`src/lsc_pkg.sv`:
```
// Shared types and constants for the line segment clipper.
package lsc_pkg;

  localparam int COORD_BITS  = 16;
  localparam int T_FRAC_BITS = 16;

  // Coordinate differences need one bit more than a coordinate
  localparam int DW = COORD_BITS + 1;
  // Parameter t in [0, 1.0] plus one saturation code above 1.0
  localparam int TW = T_FRAC_BITS + 1;
  // Product of t and a difference
  localparam int PW = TW + 1 + DW;
  localparam int NB = 4;
  localparam int DATA_W = ((4 * COORD_BITS + 7) / 8) * 8;
  localparam int CFG_IDX_W = 8;

  localparam logic [TW-1:0] T_ONE = TW'(1) << T_FRAC_BITS;
  localparam logic [TW-1:0] T_SAT = T_ONE + TW'(1);
  localparam logic [PW-1:0] T_HALF = PW'(1) << (T_FRAC_BITS - 1);

  localparam logic [CFG_IDX_W-1:0] REG_X_MIN = CFG_IDX_W'(0);
  localparam logic [CFG_IDX_W-1:0] REG_X_MAX = CFG_IDX_W'(1);
  localparam logic [CFG_IDX_W-1:0] REG_Y_MIN = CFG_IDX_W'(2);
  localparam logic [CFG_IDX_W-1:0] REG_Y_MAX = CFG_IDX_W'(3);

  localparam logic [COORD_BITS-1:0] RST_X_MIN = COORD_BITS'(0);
  localparam logic [COORD_BITS-1:0] RST_X_MAX = COORD_BITS'(1279);
  localparam logic [COORD_BITS-1:0] RST_Y_MIN = COORD_BITS'(0);
  localparam logic [COORD_BITS-1:0] RST_Y_MAX = COORD_BITS'(799);

  // One boundary's division in flight: divisor, partial remainder, quotient so far
  typedef struct packed {
    logic [DW-1:0] dv;
    logic [DW-1:0] rem;
    logic          lsb;
    logic [TW-1:0] quo;
  } lane_t;

  typedef lane_t [NB-1:0] lanes_t;

  // Data that rides along the divider chain
  typedef struct packed {
    logic                  valid;
    logic                  rej;
    logic [NB-1:0]         pz;
    logic [NB-1:0]         enter;
    logic [NB-1:0]         tneg;
    logic [NB-1:0]         sat;
    logic [COORD_BITS-1:0] sx;
    logic [COORD_BITS-1:0] sy;
    logic [DW-1:0]         dx;
    logic [DW-1:0]         dy;
  } side_t;

  typedef struct packed {
    logic                  valid;
    logic                  visible;
    logic [COORD_BITS-1:0] x0;
    logic [COORD_BITS-1:0] y0;
    logic [COORD_BITS-1:0] x1;
    logic [COORD_BITS-1:0] y1;
  } res_t;

endpackage

```
`src/lsc_div_cell.sv`:
```
// One restoring division step for all four boundaries, registered.
module lsc_div_cell (
  input  logic           clk,
  input  logic           rst_n,
  input  logic           en,
  input  lsc_pkg::lanes_t lanes_i,
  input  lsc_pkg::side_t  side_i,
  output lsc_pkg::lanes_t lanes_o,
  output lsc_pkg::side_t  side_o
);

  lsc_pkg::lanes_t lanes_nxt;
  lsc_pkg::lanes_t lanes_r;
  lsc_pkg::side_t  side_r;

  always_comb begin
    logic [lsc_pkg::DW:0] r2;
    logic [lsc_pkg::DW:0] dif;
    logic                 ge;
    for (int i = 0; i < lsc_pkg::NB; i++) begin
      r2  = {lanes_i[i].rem, lanes_i[i].lsb};
      dif = r2 - {1'b0, lanes_i[i].dv};
      ge  = (r2 >= {1'b0, lanes_i[i].dv});
      lanes_nxt[i].dv  = lanes_i[i].dv;
      lanes_nxt[i].rem = ge ? dif[lsc_pkg::DW-1:0] : r2[lsc_pkg::DW-1:0];
      lanes_nxt[i].lsb = 1'b0;
      lanes_nxt[i].quo = {lanes_i[i].quo[lsc_pkg::TW-2:0], ge};
    end
  end

  always_ff @(posedge clk) begin
    if (!rst_n) begin
      side_r.valid <= 1'b0;
    end else if (en) begin
      side_r  <= side_i;
      lanes_r <= lanes_nxt;
    end
  end

  assign lanes_o = lanes_r;
  assign side_o  = side_r;

endmodule

```
`config.mk`:
```
export PLATFORM = sky130hd
export DESIGN_NAME = lsc_div_cell
export DESIGN_NICKNAME = d
export VERILOG_FILES = /design/src/lsc_pkg.sv /design/src/lsc_div_cell.sv
export SDC_FILE = /design/constraint.sdc
export NUM_CORES = 1
export LEC_CHECK = 0
export BUFFER_PORTS_ARGS = -buffer_cell sky130_fd_sc_hd__clkbuf_2
export CORE_AREA = 8 8 224 226
export DETAILED_ROUTE_END_ITERATION = 10
export DIE_AREA = 0 0 232 234
export PLACE_DENSITY = 0.57
export SLEW_MARGIN = 15
export SYNTH_ARGS = -nofsm -noshare
export SYNTH_HDL_FRONTEND = slang
export SYNTH_SLANG_ARGS = --single-unit
```
`constraint.sdc`:
```
create_clock -name clk -period 9.3 [get_ports clk]
set_input_delay 1.395 -clock clk [delete_from_list [all_inputs] [get_ports clk]]
set_output_delay 1.395 -clock clk [all_outputs]
set_load 0.01 [all_outputs]
```
==> reports/qor.txt <==
Status: finished clean
EDFF count, synth: 287
Full die area: 0.0543 mm²
Latest clock arrival within the worst-skew pair: 0.51 ns
Worst-margin pin slew: 1.02 ns
Worst path required time: 9.57 ns
Maximum VDD drop: 0.132 mV
Worst setup SP type: input pin
Adder-cell share of the synthesized area: 0.0719
Final nets: 1,910
Clock sinks: 288
Final Util: 0.378
Max-cap violations: 0
Fmax achieved: 256 MHz
Largest family of logic cells by synthesized area: compound AO/OA/AOI/OAI gates
Reg power frac: 0.453
Sequential cell area: 0.00864 mm²
Routability congestion estimate: 0.863
Final setup vio count: 0
Clk slew on worst S/H paths: 0.05 ns
Final period utilization: 0.420
Mean number of vias per cell: 4.51
Endpoints failing hold: 0
Depth of the CTS H-tree: 2
Post-CTS Setup Bufs: 0
Post-route minimum period: 3.90 ns
CTS tree: built
Die Width: 232 µm
Multi-input gate area: 0.00389 mm²
PortBufs: 578
Antenna Nets Post-Route: 0
Longest Clk Path Bufs: 3
Yosys top cell by area: edfxtp_1
CTS resizes: 0
Register bit total from synthesis: 288
Initial DRC count: 521
Worst slack, placed: 4.85 ns
Unique cell type count in the Yosys netlist: 62
Residual overflow from global routing: 0
Most frequent cell after synthesis: edfxtp_1
Mean Syn Cell Area: 13.8 µm²
Synthesized instance count: 940
Slew Limit Fails: 0
Leak pwr: 0.00778 µW
Wire per inst: 19.3 µm
Ys flop type: edfxtp_1
Synth Area in Simple Gates: 0.0582
Pre-Repair DR Iteration Count: 5
Fill count: 4,567
Pint: 2600 µW
Register area share after synthesis: 0.667
Initial antenna violation count: 10
DP HPWL: 34.3 mm
Area Growth Syn to Fin: 36.7%
First-pass GRT wire length: 60.3 mm
Min-delay worst type: reg -> reg
Clock power share: 0.382
PD cells: 198 mW/mm²
Placed inst area: 0.0166 mm²
Sw frac: 0.256
Area contributors post-synth: edfxtp_1 (67%), ha_1 (6.6%), a21oi_1 (3.1%)
# IOs: 587
WP data arrival: 4.17 ns
CP Max Fanout: 17
Hold_buf cts: 0
DR vias: 9,876
Chip Height: 234 µm
Final worst slack: 5.40 ns
Share of power burned in combinational logic: 0.165
Setup TNS Final: 0 ns
Std-Cell Rows: 80
Routed WL: 42.3 mm
Post-Syn Area: 0.0129 mm²
Post-Synth XOR/XNOR Area: 0.0345
Share of layout cells above drive strength 1: 0.432
Largest net degree at the start of global routing: 66
CP Class: in -> reg
Final Cell Area: 0.0177 mm²
TritonCTS Buffers: 34
RSZ-0062 raised after global routing: no
Most common library cells after synthesis: edfxtp_1 (287), inv_1 (87), a21oi_1 (80)
Ys async rst share: 0
Root Buffer: clkbuf_16
Initial Util: 0.276
Sw power: 898 µW
Post-synthesis compound-gate area fraction: 0.113
Synth warn: 0
Fin Clk Skew: 0 ns
Post-synthesis mux area share: 0.0207
Core Area: 0.0468 mm²
Critical path capture point type: flip-flop
Relative slew margins: 0.321
Top-area cell type share of the netlist area: 0.666
Vias in the first global route: 10,000
DRC Markers: 0
GRT Overall Usage: 0.145
[power groups by stage]
stage | registers [µW] | logic, µW | clock network, µW
after floorplan | 1680 | 274 | 0
after global placement | 1610 | 575 | 0
after detailed placement | 1610 | 581 | 0
after CTS | 1590 | 585 | 1390
after global routing | 1600 | 636 | 1430
final | 1590 | 577 | 1340
[sequential cells by signal (all words and copies together), names as in the netlist]
| name | flops |
|---|---|
| side_o | 84 |
| lanes_o | 204 |
[kinds of logic after synthesis]
group | after synthesis
AND/OR/NAND/NOR | 162
adder cells (fa/ha/maj) | 72
XOR/XNOR | 51
buffers and inverters | 108
multiplexers | 24
flip-flops | 288
other | 1
AO/OA/AOI/OAI | 234
[per-layer routing]
metal  up-vias  wire, µm  part of all wire  GRT usage
li1       4719         -                 -          -
met1      4703     16700              0.40      0.176
met2       372     20600              0.49      0.239
met3        74      3690             0.087     0.0478
met4         8      1170             0.028     0.0517
met5         -        55            0.0013          0
[metrics by stage]
| step | total power (µW) | std cells | hold slack (ns) |
|---|---|---|---|
| global placement | 2190 | 2122 | 0.500 |
| finish | 3500 | 2188 | 0.526 |
| detailed placement | 2200 | 2122 | 0.520 |
| global route | 3660 | 2187 | 0.551 |
| CTS | 3560 | 2184 | 0.531 |
| floorplan | 1950 | 943 | 0.538 |
[placed cells by master, fill, tap and decap left out, types with 8 or more instances in the layout]
| master | n |
|---|---|
| mux2_2 | 22 |
| nand2_1 | 45 |
| nand3_1 | 10 |
| xnor2_1 | 29 |
| o21a_1 | 12 |
| o21ai_0 | 55 |
| inv_1 | 87 |
| nor2b_1 | 8 |
| nand4_1 | 10 |
| ha_1 | 68 |
| edfxtp_1 | 287 |
| clkbuf_2 | 578 |
| a21o_1 | 16 |
| nor2_1 | 57 |
| clkinv_2 | 9 |
| a21oi_1 | 80 |
| clkbuf_16 | 37 |
| a211oi_1 | 12 |
| xor2_1 | 22 |
| a31oi_1 | 12 |
[layout make-up]
class                   count  area share
inverters                  87      0.0184
diodes                      4    0.000565
repair buffers            585       0.166
multi-input cells         547       0.220
clock inverters            20     0.00983
flip-flops and latches    288       0.488
well taps                 615      0.0435
clock buffers              42      0.0534
[worst paths after layout]
check | start | endpoint | slack [ns] | depth (start not counted)
worst max register to register | side_o[83]$_SDFFE_PN0P_ | side_o[83]$_SDFFE_PN0P_ | 8.71 | 2
worst min register to register | side_o[83]$_SDFFE_PN0P_ | side_o[83]$_SDFFE_PN0P_ | 0.53 | 2
worst min-delay path | side_o[83]$_SDFFE_PN0P_ | side_o[83]$_SDFFE_PN0P_ | 0.53 | 2
worst max-delay path | lanes_i[17] | lanes_o[26]$_DFFE_PP_ | 5.40 | 13
[critical path: stages]
cell and delay (ns):
clkbuf_2 0.09, inv_1 0.05, ha_1 0.16, inv_1 0.06
fa_1 0.43, a211oi_1 0.30, nor2_1 0.13, a21oi_1 0.25
o41ai_1 0.17, a21oi_2 0.40, buf_4 0.30, inv_1 0.13
mux2_2 0.29
Power figures use the tool's default switching activity.
