File: config.mk
export PLATFORM = sky130hd
export DESIGN_NAME = lsc_lerp
export DESIGN_NICKNAME = d
export VERILOG_FILES = /design/src/lsc_pkg.sv /design/src/lsc_lerp.sv
export SDC_FILE = /design/constraint.sdc
export NUM_CORES = 2
export LEC_CHECK = 0
export ABC_AREA = 1
export BUFFER_PORTS_ARGS = -buffer_cell sky130_fd_sc_hd__buf_2
export CAP_MARGIN = 20
export CORE_AREA = 2 2 336 338
export CTS_CLUSTER_SIZE = 30
export DETAILED_ROUTE_END_ITERATION = 8
export DIE_AREA = 0 0 338 340
export PLACE_DENSITY_LB_ADDON = 0.12
export SETUP_SLACK_MARGIN = 0.02
export SLEW_MARGIN = 25
export SYNTH_ARGS = -nofsm -noshare
export SYNTH_HDL_FRONTEND = slang
export SYNTH_SLANG_ARGS = --single-unit
File: constraint.sdc
create_clock -name clk -period 8.7 [get_ports clk]
set_input_delay 0.435 -clock clk [delete_from_list [all_inputs] [get_ports clk]]
set_output_delay 0.435 -clock clk [all_outputs]
set_load 0.02 [all_outputs]
File: src/lsc_pkg.sv
// Shared types and constants for the line segment clipper.
package lsc_pkg;

  localparam int COORD_BITS  = 16;
  localparam int T_FRAC_BITS = 16;

  // Coordinate differences need one bit more than a coordinate
  localparam int DW = COORD_BITS + 1;
  // Parameter t in [0, 1.0] plus one saturation code above 1.0
  localparam int TW = T_FRAC_BITS + 1;
  // Product of t and a difference
  localparam int PW = TW + 1 + DW;
  localparam int NB = 4;
  localparam int DATA_W = ((4 * COORD_BITS + 7) / 8) * 8;
  localparam int CFG_IDX_W = 8;

  localparam logic [TW-1:0] T_ONE = TW'(1) << T_FRAC_BITS;
  localparam logic [TW-1:0] T_SAT = T_ONE + TW'(1);
  localparam logic [PW-1:0] T_HALF = PW'(1) << (T_FRAC_BITS - 1);

  localparam logic [CFG_IDX_W-1:0] REG_X_MIN = CFG_IDX_W'(0);
  localparam logic [CFG_IDX_W-1:0] REG_X_MAX = CFG_IDX_W'(1);
  localparam logic [CFG_IDX_W-1:0] REG_Y_MIN = CFG_IDX_W'(2);
  localparam logic [CFG_IDX_W-1:0] REG_Y_MAX = CFG_IDX_W'(3);

  localparam logic [COORD_BITS-1:0] RST_X_MIN = COORD_BITS'(0);
  localparam logic [COORD_BITS-1:0] RST_X_MAX = COORD_BITS'(1279);
  localparam logic [COORD_BITS-1:0] RST_Y_MIN = COORD_BITS'(0);
  localparam logic [COORD_BITS-1:0] RST_Y_MAX = COORD_BITS'(799);

  // One boundary's division in flight: divisor, partial remainder, quotient so far
  typedef struct packed {
    logic [DW-1:0] dv;
    logic [DW-1:0] rem;
    logic          lsb;
    logic [TW-1:0] quo;
  } lane_t;

  typedef lane_t [NB-1:0] lanes_t;

  // Data that rides along the divider chain
  typedef struct packed {
    logic                  valid;
    logic                  rej;
    logic [NB-1:0]         pz;
    logic [NB-1:0]         enter;
    logic [NB-1:0]         tneg;
    logic [NB-1:0]         sat;
    logic [COORD_BITS-1:0] sx;
    logic [COORD_BITS-1:0] sy;
    logic [DW-1:0]         dx;
    logic [DW-1:0]         dy;
  } side_t;

  typedef struct packed {
    logic                  valid;
    logic                  visible;
    logic [COORD_BITS-1:0] x0;
    logic [COORD_BITS-1:0] y0;
    logic [COORD_BITS-1:0] x1;
    logic [COORD_BITS-1:0] y1;
  } res_t;

endpackage

File: src/lsc_lerp.sv
// Boundary resolution, endpoint interpolation and the result register.
module lsc_lerp (
  input  logic            clk,
  input  logic            rst_n,
  input  logic            en,
  input  lsc_pkg::lanes_t lanes_i,
  input  lsc_pkg::side_t  side_i,
  output lsc_pkg::res_t   res_o
);

  localparam int CW = lsc_pkg::COORD_BITS;
  localparam int DW = lsc_pkg::DW;
  localparam int TW = lsc_pkg::TW;
  localparam int PW = lsc_pkg::PW;

  logic [TW-1:0] te_nxt, tx_nxt, te_r, tx_r;
  logic          ok_nxt, ok_r, c_valid_r;
  logic [CW-1:0] c_sx_r, c_sy_r, d_sx_r, d_sy_r;
  logic [DW-1:0] c_dx_r, c_dy_r;
  logic          d_valid_r, d_ok_r;
  logic [PW-1:0] px0_r, py0_r, px1_r, py1_r;
  lsc_pkg::res_t res_nxt, res_r;

  // Walk the boundaries in order left, right, bottom, top
  always_comb begin
    logic [TW-1:0] tm;
    logic          neg;
    te_nxt = '0;
    tx_nxt = lsc_pkg::T_ONE;
    ok_nxt = !side_i.rej;
    for (int i = 0; i < lsc_pkg::NB; i++) begin
      tm  = side_i.sat[i] ? lsc_pkg::T_SAT : lanes_i[i].quo;
      neg = side_i.tneg[i] && (tm != '0);
      if (!side_i.pz[i]) begin
        if (side_i.enter[i]) begin
          if (!neg && (tm > te_nxt)) te_nxt = tm;
        end else begin
          if (neg) ok_nxt = 1'b0;
          else if (tm < tx_nxt) tx_nxt = tm;
        end
        if (te_nxt > tx_nxt) ok_nxt = 1'b0;
      end
    end
  end

  always_ff @(posedge clk) begin
    if (!rst_n) begin
      c_valid_r <= 1'b0;
      d_valid_r <= 1'b0;
    end else if (en) begin
      c_valid_r <= side_i.valid;
      te_r      <= te_nxt;
      tx_r      <= tx_nxt;
      ok_r      <= ok_nxt;
      c_sx_r    <= side_i.sx;
      c_sy_r    <= side_i.sy;
      c_dx_r    <= side_i.dx;
      c_dy_r    <= side_i.dy;
      d_valid_r <= c_valid_r;
      d_ok_r    <= ok_r;
      d_sx_r    <= c_sx_r;
      d_sy_r    <= c_sy_r;
      px0_r     <= PW'($signed({1'b0, te_r}) * $signed(c_dx_r));
      py0_r     <= PW'($signed({1'b0, te_r}) * $signed(c_dy_r));
      px1_r     <= PW'($signed({1'b0, tx_r}) * $signed(c_dx_r));
      py1_r     <= PW'($signed({1'b0, tx_r}) * $signed(c_dy_r));
    end
  end

  function automatic logic [CW-1:0] round_add(input logic [CW-1:0] s, input logic [PW-1:0] p);
    logic [PW-1:0] v;
    logic [PW-1:0] sh;
    v  = p + lsc_pkg::T_HALF;
    sh = PW'($signed(v) >>> lsc_pkg::T_FRAC_BITS);
    return s + sh[CW-1:0];
  endfunction

  always_comb begin
    res_nxt.valid   = d_valid_r;
    res_nxt.visible = d_ok_r;
    res_nxt.x0      = d_ok_r ? round_add(d_sx_r, px0_r) : '0;
    res_nxt.y0      = d_ok_r ? round_add(d_sy_r, py0_r) : '0;
    res_nxt.x1      = d_ok_r ? round_add(d_sx_r, px1_r) : '0;
    res_nxt.y1      = d_ok_r ? round_add(d_sy_r, py1_r) : '0;
  end

  always_ff @(posedge clk) begin
    if (!rst_n) begin
      res_r.valid <= 1'b0;
    end else if (en) begin
      res_r <= res_nxt;
    end
  end

  assign res_o = res_r;

endmodule

==> impl_metrics.csv <==
group,metric,value,unit
outcome,outcome,"finished clean",
detailed_routing,postRouteAntennaNets,0,
layout,synthToLayoutAreaGrowth,14.27,%
logic_synthesis,synth_commonest_cells,"inv_1, nand2_1, fa_1",
clock_network,clkTransAtPathRegs,0.06,ns
critical_path,crit_slowest_cell,"or4_1",
timing,drv_slew,0,
logic_synthesis,synth_top_area_cell,"fa_1",
global_route,grt_first_pass_wirelength,257.2,mm
logic_synthesis,synth_ff_type,"edfxtp_1",
timing,period_share,92.74,%
detailed_routing,post_drt_wl_per_cell,18.20,um
critical_path,crit_path_start_kind,"input port",
clock_network,clock_insertion_delay_worst_skew,0.62,ns
critical_path,worst_ep_arrival_time,8.53,ns
clock_network,htreeDepth,2,
critical_path,worst_setup_path_end_kind,"flip-flop",
logic_synthesis,synthTopCellsByArea,"fa_1, edfxtp_1, ha_1",
logic_synthesis,synth-seq-cells,270,
logic_synthesis,yosysUniqueCellTypes,54,
logic_synthesis,syn_nets,8661,
logic_synthesis,async_flop_share,0,%
logic_synthesis,yosysMostFrequentCell,"inv_1",
timing,clock.fmax,123.9,MHz
timing,finalHoldViolCount,0,
place,place_congestion,0.9014,
global_route,grt_use_total,28.93,%
clock_network,clockBufferDepth,3,
layout,layout-drive-gt1-share,12.28,%
layout,fin_nets,9149,
layout,postLayoutCellArea,0.06311,mm^2
detailed_routing,routed_wl,161.0,mm
timing,max_slew_margin,30.13,%
logic_synthesis,ys_seq_area_share,14.63,%
timing,whs,0.03861,ns
timing,fin_setup_tns,0,ns
critical_path,cpMostUsedCell,"nand2_1",
global_route,grt_pass1_vias,47301,
hold_path,hold_path_class,"input port to flip-flop",
critical_path,cp.required,9.16,ns
die,rows,123,
logic_synthesis,synth_edf_count,267,
global_route,antenna_found_initial,1,
critical_path,worstSetupPathType,"input port to flip-flop",
place,port_buffers,220,
logic_synthesis,synth_warnings,0,
timing,finClkSkew,0.04279,ns
clock_network,cts_buffers,38,
die,coreArea,0.1116,mm^2
timing,tightest_slew,1.048,ns
die,num_io_pins,361,
place,postPlaceCellArea,0.06060,mm^2
global_route,grt-ovfl-total,0,
place,hpwl,133.2,mm
layout,final_util,56.56,%
logic_synthesis,syn_area_per_cell,8.083,um^2
clock_network,clock-sinks,270,
job,cap_violations,0,
clock_network,cts_tree,"yes",
logic_synthesis,synth_top_area_share,32.48,%
critical_path,max_stage_delay,0.49,ns
logic_synthesis,synthCells,6833,
global_route,grt_max_degree,89,
detailed_routing,dr.pass1.iters,7,
critical_path,critical_path.max_fanout,19,
detailed_routing,vias,44915,
timing,setup-violations-final,0,
detailed_routing,drcViolationCount,0,
detailed_routing,viasPerCell,5.078,
timing,min_period,8.068,ns
detailed_routing,dr.first_iter.drc_count,2719,
die,die_h,340,um
die,die_area,0.1149,mm^2
die,initial_core_util,49.50,%
logic_synthesis,synthesis.area,0.05523,mm^2
clock_network,root_buffer,"clkbuf_16",
die,die_w,338,um
==> critical path: cells and delay by family <==
family	cells	cell delay, ns
simple gates	23	3.19
compound gates	17	2.57
buf+inv	9	1.24
fa+ha+maj	4	1.06
==> worst paths after layout <==
kind	from	endpoint	slack, ns	cells after the start
max reg2reg	c_dx_r[3]	px0_r[31]	0.79	30
min reg2reg	c_sy_r[15]	d_sy_r[15]	0.40	0
max	side_i[66]	ok_r	0.63	53
min	side_i[61]	c_sx_r[11]	0.04	1
==> per-layer routing <==
metal | wire [um] | track usage, %
met2 | 77270 | 48.98
met4 | 5670 | 9.889
met1 | 68400 | 37.87
met5 | 0 | 0
met3 | 9621 | 4.222
==> metrics by stage <==
| stage | instances | setup slack, ns |
|---|---|---|
| floorplan | 6833 | 0.03999 |
| global route | 8844 | -0.02172 |
| CTS | 8822 | 0.02238 |
| global placement | 8701 | -0.4913 |
| finish | 8845 | 0.6316 |
| detailed placement | 8702 | -0.6457 |
==> cell type report <==
type,instances,area (um^2)
clock buffer,41,983.4
sequential,270,8078
clock inverter,22,236.5
fill,10422,48470
tap,1500,1877
inverter,1822,6854
antenna,1,2.502
timing repair buffer,759,5436
multi-input combinational,4430,39640
==> kinds of logic after synthesis <==
kind of cell | synth area share [%]
DFF | 14.63
muxes | 0.09062
AOI/OAI and AO/OA | 5.686
buffers and inverters | 14.55
adders and majority gates | 46.91
xor gates and xnor gates | 2.379
and+or+nand+nor | 15.76
==> flip-flops by register name (all words and copies together), names as in the netlist <==
register and cells:
c_dx_r 17, px0_r 17, px1_r 17, te_r 17, tx_r 17, c_dy_r 17
c_valid_r 1, py1_r 17, d_ok_r 1, c_sy_r 16, d_valid_r 1, res_o 66
c_sx_r 16, d_sx_r 16, ok_r 1, py0_r 17, d_sy_r 16
==> layout by cell type (no fill, tap or decap), types with 27 or more instances in the layout <==
master,instances
nand2_1,1650
inv_1,1808
a21oi_1,209
o21ai_1,57
nor3_1,31
o21ai_0,162
ha_1,629
o21ai_2,27
fa_1,896
edfxtp_1,267
clkbuf_16,39
xnor2_1,47
dlygate4sd3_1,57
buf_2,219
nor2_1,205
nand4_1,52
buf_4,464
xor2_1,103
nand3_1,126
==> timing repair <==
action,4_1_cts,5_1_grt
hold endpoints to repair,57,0
buffers inserted,0,19
hold buffers,57,0
endpoints found under the setup margin,0,2
gates resized for setup,0,186
Power is not shown: default switching activity piles up to over one toggle a cycle in this logic, so the estimate is an artifact.
